### config.mk
export PLATFORM = sky130hd
export DESIGN_NAME = two_coil_fire_sequencer
export DESIGN_NICKNAME = d
export VERILOG_FILES = /design/src/hdl/tcfs_pkg.sv /design/src/hdl/tcfs_ctrl.sv /design/src/hdl/tcfs_out_buf.sv /design/src/hdl/two_coil_fire_sequencer.sv
export VERILOG_INCLUDE_DIRS = /design/src /design/src/hdl
export SDC_FILE = /design/constraint.sdc
export NUM_CORES = 1
export LEC_CHECK = 0
export CORE_MARGIN = 2
export CORE_UTILIZATION = 40
export CTS_BUF_LIST = sky130_fd_sc_hd__clkbuf_4
export CTS_CLUSTER_DIAMETER = 50
export CTS_CLUSTER_SIZE = 12
export DETAILED_ROUTE_END_ITERATION = 10
export DONT_BUFFER_PORTS = 1
export PLACE_DENSITY = 0.52
export SYNTH_ARGS = -nofsm -noshare
export SYNTH_HDL_FRONTEND = slang
export SYNTH_SLANG_ARGS = --single-unit
### constraint.sdc
create_clock -name clk -period 3.18 [get_ports clk]
set_input_delay 0.318 -clock clk [delete_from_list [all_inputs] [get_ports clk]]
set_output_delay 0.318 -clock clk [all_outputs]
set_load 0.03 [all_outputs]
### src/hdl/two_coil_fire_sequencer_assert.svh
// Assertion macros shared by the fire sequencer modules.
`ifndef TWO_COIL_FIRE_SEQUENCER_ASSERT_SVH
`define TWO_COIL_FIRE_SEQUENCER_ASSERT_SVH

`ifndef SYNTH

// Property holds at every clock edge outside reset.
`define TCFS_ASSERT(label, clk, rst_n, prop) \
    label: assert property (@(posedge clk) disable iff (!rst_n) (prop)) \
        else $error("tcfs assertion failed");

// Expression is never true outside reset.
`define TCFS_ASSERT_NEVER(label, clk, rst_n, expr) \
    label: assert property (@(posedge clk) disable iff (!rst_n) !(expr)) \
        else $error("tcfs forbidden condition");

`else

`define TCFS_ASSERT(label, clk, rst_n, prop)
`define TCFS_ASSERT_NEVER(label, clk, rst_n, expr)

`endif

`endif

### src/hdl/tcfs_pkg.sv
`timescale 1ns / 1ps

package tcfs_pkg;

    typedef struct packed {
        logic [2:0] cmd;
        logic       stage_level;
    } tcfs_in_t;

    typedef struct packed {
        logic coil1_on;
        logic coil2_on;
        logic sensor_on;
        logic firing;
        logic locked_out;
    } tcfs_out_t;

    typedef struct packed {
        logic [7:0]  coil_on_ticks;
        logic [15:0] lockout_ticks;
        logic [7:0]  debounce_high_limit;
        logic [7:0]  settle_limit;
    } tcfs_cfg_t;

    // Result handed from the control core to the output buffer
    typedef struct packed {
        logic      push;
        tcfs_out_t data;
    } tcfs_res_t;

    localparam logic [2:0] CMD_STAGE_EDGE = 3'd0;
    localparam logic [2:0] CMD_POLL       = 3'd1;
    localparam logic [2:0] CMD_COMP_TRIP  = 3'd2;
    localparam logic [2:0] CMD_SLOW_TICK  = 3'd3;
    localparam logic [2:0] CMD_FAST_TICK  = 3'd4;

    localparam int unsigned CFG_IDX_W  = 2;
    localparam int unsigned CFG_DATA_W = 16;

    localparam logic [CFG_IDX_W-1:0] CFG_COIL_ON_TICKS = 2'd0;
    localparam logic [CFG_IDX_W-1:0] CFG_LOCKOUT_TICKS = 2'd1;
    localparam logic [CFG_IDX_W-1:0] CFG_DEBOUNCE_HIGH = 2'd2;
    localparam logic [CFG_IDX_W-1:0] CFG_SETTLE_LIMIT  = 2'd3;

    localparam logic [7:0]  RST_COIL_ON_TICKS = 8'd6;
    localparam logic [15:0] RST_LOCKOUT_TICKS = 16'd20;
    localparam logic [7:0]  RST_DEBOUNCE_HIGH = 8'd5;
    localparam logic [7:0]  RST_SETTLE_LIMIT  = 8'd15;

endpackage

### src/hdl/tcfs_ctrl.sv
`timescale 1ns / 1ps

`include "two_coil_fire_sequencer_assert.svh"

module tcfs_ctrl
    import tcfs_pkg::*;
(
    input  logic      clk,
    input  logic      rst_n,
    input  logic      accept,
    input  tcfs_in_t  item,
    input  tcfs_cfg_t cfg,
    output tcfs_res_t res
);

    logic        armed_reg, armed_next;
    logic [7:0]  high_run_reg, high_run_next;
    logic [7:0]  settle_run_reg, settle_run_next;
    logic        in_seq_reg, in_seq_next;
    logic        comp_ready_reg, comp_ready_next;
    logic [7:0]  timeout_reg, timeout_next;
    logic [15:0] lockout_reg, lockout_next;
    logic        coil1_reg, coil1_next;
    logic        coil2_reg, coil2_next;
    logic        sensor_reg, sensor_next;

    logic [7:0]  settle_inc;
    logic [7:0]  high_upd;
    logic        fire;

    always_comb
    begin
        armed_next      = armed_reg;
        high_run_next   = high_run_reg;
        settle_run_next = settle_run_reg;
        in_seq_next     = in_seq_reg;
        comp_ready_next = comp_ready_reg;
        timeout_next    = timeout_reg;
        lockout_next    = lockout_reg;
        coil1_next      = coil1_reg;
        coil2_next      = coil2_reg;
        sensor_next     = sensor_reg;

        settle_inc = (settle_run_reg == 8'hFF) ? settle_run_reg : settle_run_reg + 8'd1;
        if (item.stage_level)
        begin
            high_upd = (high_run_reg == 8'hFF) ? high_run_reg : high_run_reg + 8'd1;
        end
        else
        begin
            high_upd = 8'd0;
        end
        fire = high_upd > cfg.debounce_high_limit;

        case (item.cmd)
            CMD_STAGE_EDGE:
            begin
                if (lockout_reg == 16'd0 && !in_seq_reg)
                begin
                    settle_run_next = 8'd0;
                    armed_next      = 1'b1;
                    sensor_next     = 1'b1;
                end
            end
            CMD_POLL:
            begin
                if (armed_reg)
                begin
                    settle_run_next = settle_inc;
                    high_run_next   = high_upd;
                    // firing disarms first, so settle expiry cannot follow
                    if (fire)
                    begin
                        coil1_next      = 1'b1;
                        in_seq_next     = 1'b1;
                        timeout_next    = cfg.coil_on_ticks;
                        armed_next      = 1'b0;
                        high_run_next   = 8'd0;
                        settle_run_next = 8'd0;
                    end
                    else if (settle_inc > cfg.settle_limit)
                    begin
                        sensor_next     = 1'b0;
                        armed_next      = 1'b0;
                        high_run_next   = 8'd0;
                        settle_run_next = 8'd0;
                    end
                end
            end
            CMD_COMP_TRIP:
            begin
                if (comp_ready_reg)
                begin
                    coil1_next   = 1'b0;
                    coil2_next   = 1'b1;
                    timeout_next = cfg.coil_on_ticks;
                end
            end
            CMD_SLOW_TICK:
            begin
                if (in_seq_reg)
                begin
                    comp_ready_next = 1'b1;
                    if (timeout_reg == 8'd1)
                    begin
                        coil1_next      = 1'b0;
                        coil2_next      = 1'b0;
                        comp_ready_next = 1'b0;
                        lockout_next    = cfg.lockout_ticks;
                        timeout_next    = 8'd0;
                        in_seq_next     = 1'b0;
                    end
                    else if (timeout_reg != 8'd0)
                    begin
                        timeout_next = timeout_reg - 8'd1;
                    end
                end
            end
            CMD_FAST_TICK:
            begin
                if (lockout_reg == 16'd1)
                begin
                    coil1_next   = 1'b0;
                    coil2_next   = 1'b0;
                    lockout_next = 16'd0;
                end
                else if (lockout_reg != 16'd0)
                begin
                    lockout_next = lockout_reg - 16'd1;
                end
            end
            default:
            begin
            end
        endcase
    end

    always_ff @(posedge clk or negedge rst_n)
    begin
        if (!rst_n)
        begin
            armed_reg      <= 1'b0;
            high_run_reg   <= 8'd0;
            settle_run_reg <= 8'd0;
            in_seq_reg     <= 1'b0;
            comp_ready_reg <= 1'b0;
            timeout_reg    <= RST_COIL_ON_TICKS;
            lockout_reg    <= 16'd0;
            coil1_reg      <= 1'b0;
            coil2_reg      <= 1'b0;
            sensor_reg     <= 1'b0;
        end
        else if (accept)
        begin
            armed_reg      <= armed_next;
            high_run_reg   <= high_run_next;
            settle_run_reg <= settle_run_next;
            in_seq_reg     <= in_seq_next;
            comp_ready_reg <= comp_ready_next;
            timeout_reg    <= timeout_next;
            lockout_reg    <= lockout_next;
            coil1_reg      <= coil1_next;
            coil2_reg      <= coil2_next;
            sensor_reg     <= sensor_next;
        end
    end

    // Result is the state after the transaction
    assign res.push            = accept;
    assign res.data.coil1_on   = coil1_next;
    assign res.data.coil2_on   = coil2_next;
    assign res.data.sensor_on  = sensor_next;
    assign res.data.firing     = in_seq_next;
    assign res.data.locked_out = lockout_next != 16'd0;

    `TCFS_ASSERT_NEVER(a_coils_exclusive, clk, rst_n, coil1_reg && coil2_reg)
    `TCFS_ASSERT_NEVER(a_armed_not_firing, clk, rst_n, armed_reg && in_seq_reg)
    `TCFS_ASSERT(a_no_lockout_in_seq, clk, rst_n, in_seq_reg |-> lockout_reg == 16'd0)
    `TCFS_ASSERT(a_ready_in_seq, clk, rst_n, comp_ready_reg |-> in_seq_reg)

endmodule

### src/hdl/tcfs_out_buf.sv
`timescale 1ns / 1ps

`include "two_coil_fire_sequencer_assert.svh"

module tcfs_out_buf
    import tcfs_pkg::*;
(
    input  logic      clk,
    input  logic      rst_n,
    input  tcfs_res_t res,
    output logic      space,
    output logic      out_valid,
    input  logic      out_ready,
    output tcfs_out_t out_data
);

    tcfs_out_t  mem [2];
    logic       wr_ptr_reg, wr_ptr_next;
    logic       rd_ptr_reg, rd_ptr_next;
    logic [1:0] count_reg, count_next;
    logic       pop;

    assign pop       = out_valid && out_ready;
    assign out_valid = count_reg != 2'd0;
    assign space     = count_reg != 2'd2;
    assign out_data  = mem[rd_ptr_reg];

    always_comb
    begin
        wr_ptr_next = res.push ? ~wr_ptr_reg : wr_ptr_reg;
        rd_ptr_next = pop ? ~rd_ptr_reg : rd_ptr_reg;
        count_next  = count_reg + {1'b0, res.push} - {1'b0, pop};
    end

    always_ff @(posedge clk)
    begin
        if (res.push)
        begin
            mem[wr_ptr_reg] <= res.data;
        end
    end

    always_ff @(posedge clk or negedge rst_n)
    begin
        if (!rst_n)
        begin
            wr_ptr_reg <= 1'b0;
            rd_ptr_reg <= 1'b0;
            count_reg  <= 2'd0;
        end
        else
        begin
            wr_ptr_reg <= wr_ptr_next;
            rd_ptr_reg <= rd_ptr_next;
            count_reg  <= count_next;
        end
    end

    `TCFS_ASSERT_NEVER(a_no_overflow, clk, rst_n, res.push && !space)
    `TCFS_ASSERT(a_ptr_track, clk, rst_n,
                 (count_reg == 2'd0 || count_reg == 2'd2) |-> wr_ptr_reg == rd_ptr_reg)
    `TCFS_ASSERT(a_push_shows, clk, rst_n, res.push |=> out_valid)

endmodule

### src/hdl/two_coil_fire_sequencer.sv
`timescale 1ns / 1ps

// Two-coil fire sequencer. Each input transaction is one event (stage edge,
// poll sample, comparator trip, slow tick, fast tick) and yields exactly one
// result transaction carrying the coil, sensor, firing and lockout flags as
// they stand after that event. One event is taken per clock: the whole state
// update is a single pass of counter and flag logic, and results queue in a
// two-entry output buffer, so in_ready drops only when that buffer is full.
// Results are registered in the buffer and shown in order of acceptance.
// Configuration writes take effect on the next event and should be made only
// while no events are in flight.

module two_coil_fire_sequencer
    import tcfs_pkg::*;
(
    input  logic                  clk,
    input  logic                  rst_n,
    input  logic                  in_valid,
    output logic                  in_ready,
    input  tcfs_in_t              in_data,
    output logic                  out_valid,
    input  logic                  out_ready,
    output tcfs_out_t             out_data,
    input  logic                  cfg_write,
    input  logic [CFG_IDX_W-1:0]  cfg_index,
    input  logic [CFG_DATA_W-1:0] cfg_data
);

    tcfs_cfg_t cfg_reg;
    tcfs_res_t res;
    logic      accept;
    logic      space;

    always_ff @(posedge clk or negedge rst_n)
    begin
        if (!rst_n)
        begin
            cfg_reg.coil_on_ticks       <= RST_COIL_ON_TICKS;
            cfg_reg.lockout_ticks       <= RST_LOCKOUT_TICKS;
            cfg_reg.debounce_high_limit <= RST_DEBOUNCE_HIGH;
            cfg_reg.settle_limit        <= RST_SETTLE_LIMIT;
        end
        else if (cfg_write)
        begin
            case (cfg_index)
                CFG_COIL_ON_TICKS: cfg_reg.coil_on_ticks       <= cfg_data[7:0];
                CFG_LOCKOUT_TICKS: cfg_reg.lockout_ticks       <= cfg_data;
                CFG_DEBOUNCE_HIGH: cfg_reg.debounce_high_limit <= cfg_data[7:0];
                CFG_SETTLE_LIMIT:  cfg_reg.settle_limit        <= cfg_data[7:0];
                default:
                begin
                end
            endcase
        end
    end

    assign in_ready = space;
    assign accept   = in_valid && space;

    tcfs_ctrl u_ctrl (
        .clk    (clk),
        .rst_n  (rst_n),
        .accept (accept),
        .item   (in_data),
        .cfg    (cfg_reg),
        .res    (res)
    );

    tcfs_out_buf u_out_buf (
        .clk       (clk),
        .rst_n     (rst_n),
        .res       (res),
        .space     (space),
        .out_valid (out_valid),
        .out_ready (out_ready),
        .out_data  (out_data)
    );

endmodule
After elaboration in Yosys (flattened, before gate mapping). Memory sizes are Yosys's and may differ from the RTL's. Cells that the tools add are included.

Bits in registers: 90. Memory bits (writable): 10. Input port bits: 27. Output and inout bits: 7. Logic and storage cells: 119. Memories kept: 1.

$add $sub $neg: 6. $lt $le $gt $ge: 2. Equal/unequal tests: 18. Mux-type cells: 51. Bitwise operators: 2. Reduce and logical (&&, ||, !) cells: 22.

Memories: u_out_buf.mem (words 2, bits a word 5, read ports 1, clocked after memory_dff 0, wr ports 1, RTL line tcfs_out_buf.sv:17) `tcfs_out_t mem [2];`.

Operator list (number): 2-to-1 mux 8 bit (15); 2-to-1 mux 16 bit (4); case mux 16 bit (2 select lines) (1); nonzero test 16 bit (2); 2-to-1 mux 1 bit (24); case mux 8 bit (3 select lines) (1); adder 8 x 1 -> 8 bit, second input constant (2); equality test 16 x 1 -> 1 bit, second input constant (1); equality test 8 bit, second input constant (2); greater-than comparator 8 bit (2); zero test 16 bit (1); case mux 8 bit (2 select lines) (1); subtractor 16 x 1 -> 16 bit, second input constant (1); != test 2 x 1 -> 1 bit, second input constant (5); AND reduction 3 bit (3); equality test 8 x 1 -> 1 bit, second input constant (1); AND reduction 2 bit (4); nonzero test 8 bit (1); subtractor 8 x 1 -> 8 bit, second input constant (1); AND reduction 7 bit (1); equality test 3 x 2 -> 1 bit, second input constant (2); case mux 1 bit (2 select lines) (3); equality test 2 bit, second input constant (2); case mux 1 bit (4 select lines) (1); other kinds (16) (20).

Longest topological paths before layout.
Word-level depth: 7. Depth in mapped cells: 15. Depth with buffers taken out: 14.

Modules after synthesis. A second synthesis with hierarchy kept.

Cells, all modules: 603. Area, all modules: 5876.9 µm².

Modules (own cells, without submodules): tcfs_ctrl (instances 1, cells each 484, area each 3749.8 µm²); two_coil_fire_sequencer (instances 1, cells each 86, area each 1541.5 µm²); tcfs_out_buf (instances 1, cells each 33, area each 585.6 µm²).

Worst setup path before layout. No wires, ideal clock.

Path type: flip-flop to flip-flop. Start point: register u_ctrl.high_run_reg[3]. End point: register u_ctrl.high_run_reg[2]. Library setup time: 120 ps. Arrival: 2984 ps. Required time: 3060 ps. Path slack: 76 ps. Stages on the path, launching flop included: 16. Path buffers: 2. Clock period less this slack: 3104 ps. Cells stage by stage: dfrtp_1 > clkbuf_1 > and3_1 > and3_1 > nand3_1 > nand4_1 > xor2_1 > nor2_1 > ha_1 > a21o_1 > a21o_1 > a21oi_1 > a21oi_1 > clkbuf_1 > nor2_1 > a31o_2.

Word-level cells in the longest chain between the ends: 5.

Ends and longest elaborated chain: start, declared (RTL line tcfs_ctrl.sv:17) `logic [7:0] high_run_reg, high_run_next;`; start signal, assigned (RTL line tcfs_ctrl.sv:156) `high_run_reg <= high_run_next;`; adder 8 x 1 -> 8 bit or equality test 8 bit (tied branches) (RTL line tcfs_ctrl.sv:47) `high_upd = (high_run_reg == 8'hFF) ? high_run_reg : high_run_reg + 8'd1;`; 2-to-1 mux 8 bit (*) (RTL line tcfs_ctrl.sv:47); 2-to-1 mux 8 bit (*) (RTL line tcfs_ctrl.sv:45) `if (item.stage_level)`; greater-than comparator 8 bit or 2-to-1 mux 8 bit (tied branches) (RTL line tcfs_ctrl.sv:53, tcfs_ctrl.sv:81); 2-to-1 mux 8 bit (*) (RTL line tcfs_ctrl.sv:72) `if (fire)`.

Every way passes the cells marked *; elsewhere a longest branch is shown, timed or not. A chain may end at the register's enable or synchronous reset.

==> flow_metrics.env <==
export IMPL_status="completed"
export IMPL_layout_drive_gt1_share=0.255
export IMPL_fillers=1362
export IMPL_crit_type="flop to flop"
export IMPL_synth_ff_type="dfrtp_1"
export IMPL_cts_sinks=100
export IMPL_placed_cells=780
export IMPL_slew_viol_final=0
export IMPL_dieWidth_um=126
export IMPL_antenna_found_initial=1
export IMPL_die_h_um=126
export IMPL_first_pass_iters=4
export IMPL_timing_rr_end="u_ctrl.in_seq_reg$_DFFE_PN0P_"
export IMPL_synth_edf_count=10
export IMPL_io_pins=34
export IMPL_critPathLaunchType="flop"
export IMPL_ys_seq_elements=100
export IMPL_r2r_slack_ns=0.08
export IMPL_min_to="u_out_buf.rd_ptr_reg$_DFFE_PN0P_"
export IMPL_slew_headroom=0.435
export IMPL_dpl_cell_area_um2=6310
export IMPL_layout_area_seq_um2=2570
export IMPL_dieArea_um2=15800
export IMPL_hold_violations=0
export IMPL_synth_cells=581
export IMPL_rsz0062_at_grt="true"
export IMPL_syn_nets=633
export IMPL_insertion_delay_ns=0.48
export IMPL_worstHoldStart="out_ready"
export IMPL_io_buffers=0
export IMPL_area_delta_synth_final_pct=15.8
export IMPL_holdWs_ns=0.0718
export IMPL_drt_iter0_drc=281
export IMPL_largest_reg_flops=40
export IMPL_track_usage=0.188
export IMPL_ir_drop_uv=357
export IMPL_ys_warn_count=0
export IMPL_cts_root_buf="clkbuf_4"
export IMPL_multi_input_area_um2=3220
export IMPL_cp_max_fo=8
export IMPL_grt_pass1_wl_um=23900
export IMPL_power_density_nw_per_um2=617
export IMPL_utilization=0.473
export IMPL_cts_max_level=3
export IMPL_worst_slack_ns=0.0846
export IMPL_reg2regPathDepth=15
export IMPL_cts_buffers=9
export IMPL_start_util=0.408
export IMPL_finalCriticalPeriod_ns=3.10
export IMPL_row_count=44
export IMPL_syn_area_per_cell_um2=10.2
export IMPL_async_reset_ff_frac=0.900
export IMPL_maxCapViolations=0
export IMPL_wl_um=14600
export IMPL_worstMarginPinSlew_ns=0.845
export IMPL_place_gp_congestion=0.855
export IMPL_routedWlPerCell_um=17.7
export IMPL_final_antenna_net_count=0
export IMPL_place_ws_ns=-0.0720
export IMPL_overflow=0
export IMPL_seq_area_frac_synth=0.434
export IMPL_fin_skew_ns=0.0196
export IMPL_slowest_delay_ns=0.40
export IMPL_cts_tree="yes"
export IMPL_max_freq_ghz=0.323
export IMPL_whs_path_depth=2
export IMPL_drc=0
export IMPL_synth_cell_types=77
export IMPL_slowest_stage="dfrtp_1"
export IMPL_vias=4698
export IMPL_cp_required_ns=3.56
export IMPL_fin_nets=690
export IMPL_path_cells="and3_4 -> and3_4 -> nand3_4 -> buf_4 -> nand4_1 -> xor2_1 -> nor2_1 -> ha_1 -> a21o_1 -> a21o_1 -> a21oi_1 -> a21oi_2 -> buf_12 -> a32o_2 -> mux2_4"
export IMPL_coreArea_um2=14500
export IMPL_critPathCaptureType="flop"
export IMPL_leakage_nw=2.98
export IMPL_cp_arrival_ns=3.48
export IMPL_max_clock_path_buffers=2
export IMPL_path_clk_slew_ns=0.16
export IMPL_vias_per_cell=5.67
export IMPL_stdcell_count=828
export IMPL_grt_max_degree=91
export IMPL_design_area_um2=6850
export IMPL_syn_area_um2=5910
export IMPL_r2r_start="u_ctrl.high_run_reg[3]$_DFFE_PN0P_"
export IMPL_grt_pass1_vias=4653
export IMPL_place_hpwl_um=10400
export IMPL_final_setup_viol_count=0
export IMPL_hold_path_class="primary input to flop"
export IMPL_post_route_period_util=0.973
==> logic make-up after synthesis <==
| kind of cell | share of synthesized area |
|---|---|
| AND/OR/NAND/NOR | 0.171 |
| flip-flops | 0.434 |
| AO/OA/AOI/OAI | 0.180 |
| buffers and inverters | 0.0379 |
| multiplexers | 0.107 |
| XOR/XNOR | 0.0163 |
| adder cells (fa/ha/maj) | 0.0529 |
==> how the worst max path moves through the flow <==
stage	startpoint	to	depth (start not counted)
after detailed placement	u_ctrl.settle_run_reg[1]$_DFFE_PN0P_	u_out_buf.mem[0][2]$_DFFE_PP_	15
after global placement	u_ctrl.settle_run_reg[1]$_DFFE_PN0P_	u_out_buf.mem[1][2]$_DFFE_PP_	15
after floorplan	u_ctrl.high_run_reg[3]$_DFFE_PN0P_	u_ctrl.high_run_reg[2]$_DFFE_PN0P_	15
after CTS	u_ctrl.settle_run_reg[1]$_DFFE_PN0P_	u_ctrl.high_run_reg[1]$_DFFE_PN0P_	14
after global routing	u_ctrl.high_run_reg[1]$_DFFE_PN0P_	u_ctrl.in_seq_reg$_DFFE_PN0P_	14
final	u_ctrl.high_run_reg[3]$_DFFE_PN0P_	u_ctrl.in_seq_reg$_DFFE_PN0P_	15
==> where the power goes <==
group / switching, mW / internal [mW]
Combinational: 0.952 / 0.758
Clock: 0.459 / 0.167
Sequential: 0.268 / 1.62
==> synthesized netlist by cell type, types with 9 or more instances <==
master	count	area, um2
a21o_1	9	67.6
a21oi_1	22	110
clkbuf_1	13	48.8
dfrtp_1	78	1950
dfstp_2	12	315
edfxtp_1	10	300
ha_1	25	313
inv_1	31	116
mux2_2	51	574
nand2_1	55	206
nand3_1	14	70.1
nand4_1	10	62.6
nor2_1	38	143
nor3_1	17	85.1
o21ai_0	25	125
==> layout by cell type (no fill, tap or decap), drive strengths merged, types with 9 or more instances in the layout <==
cell / count
clkbuf: 9
o21ai: 29
dfstp: 12
nand2: 55
buf: 47
edfxtp: 10
dlygate4sd3: 19
inv: 35
a21o: 9
nand4: 10
dfrtp: 78
ha: 25
nor4: 11
a21oi: 22
mux2: 51
nand3: 14
nor3: 17
nor2: 39
==> what timing repair did <==
| action | CTS | global route |
|---|---|---|
| buffers inserted | 0 | 11 |
| setup endpoints to repair | 7 | 31 |
| gates resized for setup | 2 | 29 |
| hold buffers | 20 | 0 |
| pin swaps | 0 | 8 |
| hold endpoints to repair | 132 | 0 |
==> area by class of cell <==
| cell class | instances | area share |
|---|---|---|
| Inverter | 31 | 0.0170 |
| Clock inverter | 7 | 0.00713 |
| Multi-Input combinational cell | 430 | 0.471 |
| Clock buffer | 9 | 0.00987 |
| Antenna cell | 1 | 0.000365 |
| Sequential cell | 100 | 0.375 |
| Tap cell | 184 | 0.0336 |
| Timing Repair Buffer | 66 | 0.0862 |
==> per-layer routing <==
| layer | vias to the layer above | GRT usage | part of all wire |
|---|---|---|---|
| met5 | - | 0 | 0 |
| met2 | 99 | 0.303 | 0.48 |
| met4 | 0 | 0.0405 | 0.010 |
| li1 | 2277 | - | - |
| met1 | 2312 | 0.256 | 0.47 |
| met3 | 10 | 0.0505 | 0.042 |
==> worst max-delay path, delay by kind of cell (launching register included) <==
kind | cells | cell delay (ns)
AO/OA/AOI/OAI | 5 | 0.89
multiplexers | 1 | 0.26
adder cells (fa/ha/maj) | 1 | 0.30
buffers and inverters | 2 | 0.31
AND/OR/NAND/NOR | 5 | 0.68
flip-flops | 1 | 0.40
XOR/XNOR | 1 | 0.17
==> stage by stage <==
stage,total power [mW],setup TNS [ns]
floorplan,3.05,0
global placement,3.46,0
detailed placement,3.50,-0.288
CTS,4.21,0
global route,4.58,-0.452
finish,4.22,0
No activity file was read; power rests on OpenSTA's default activity.
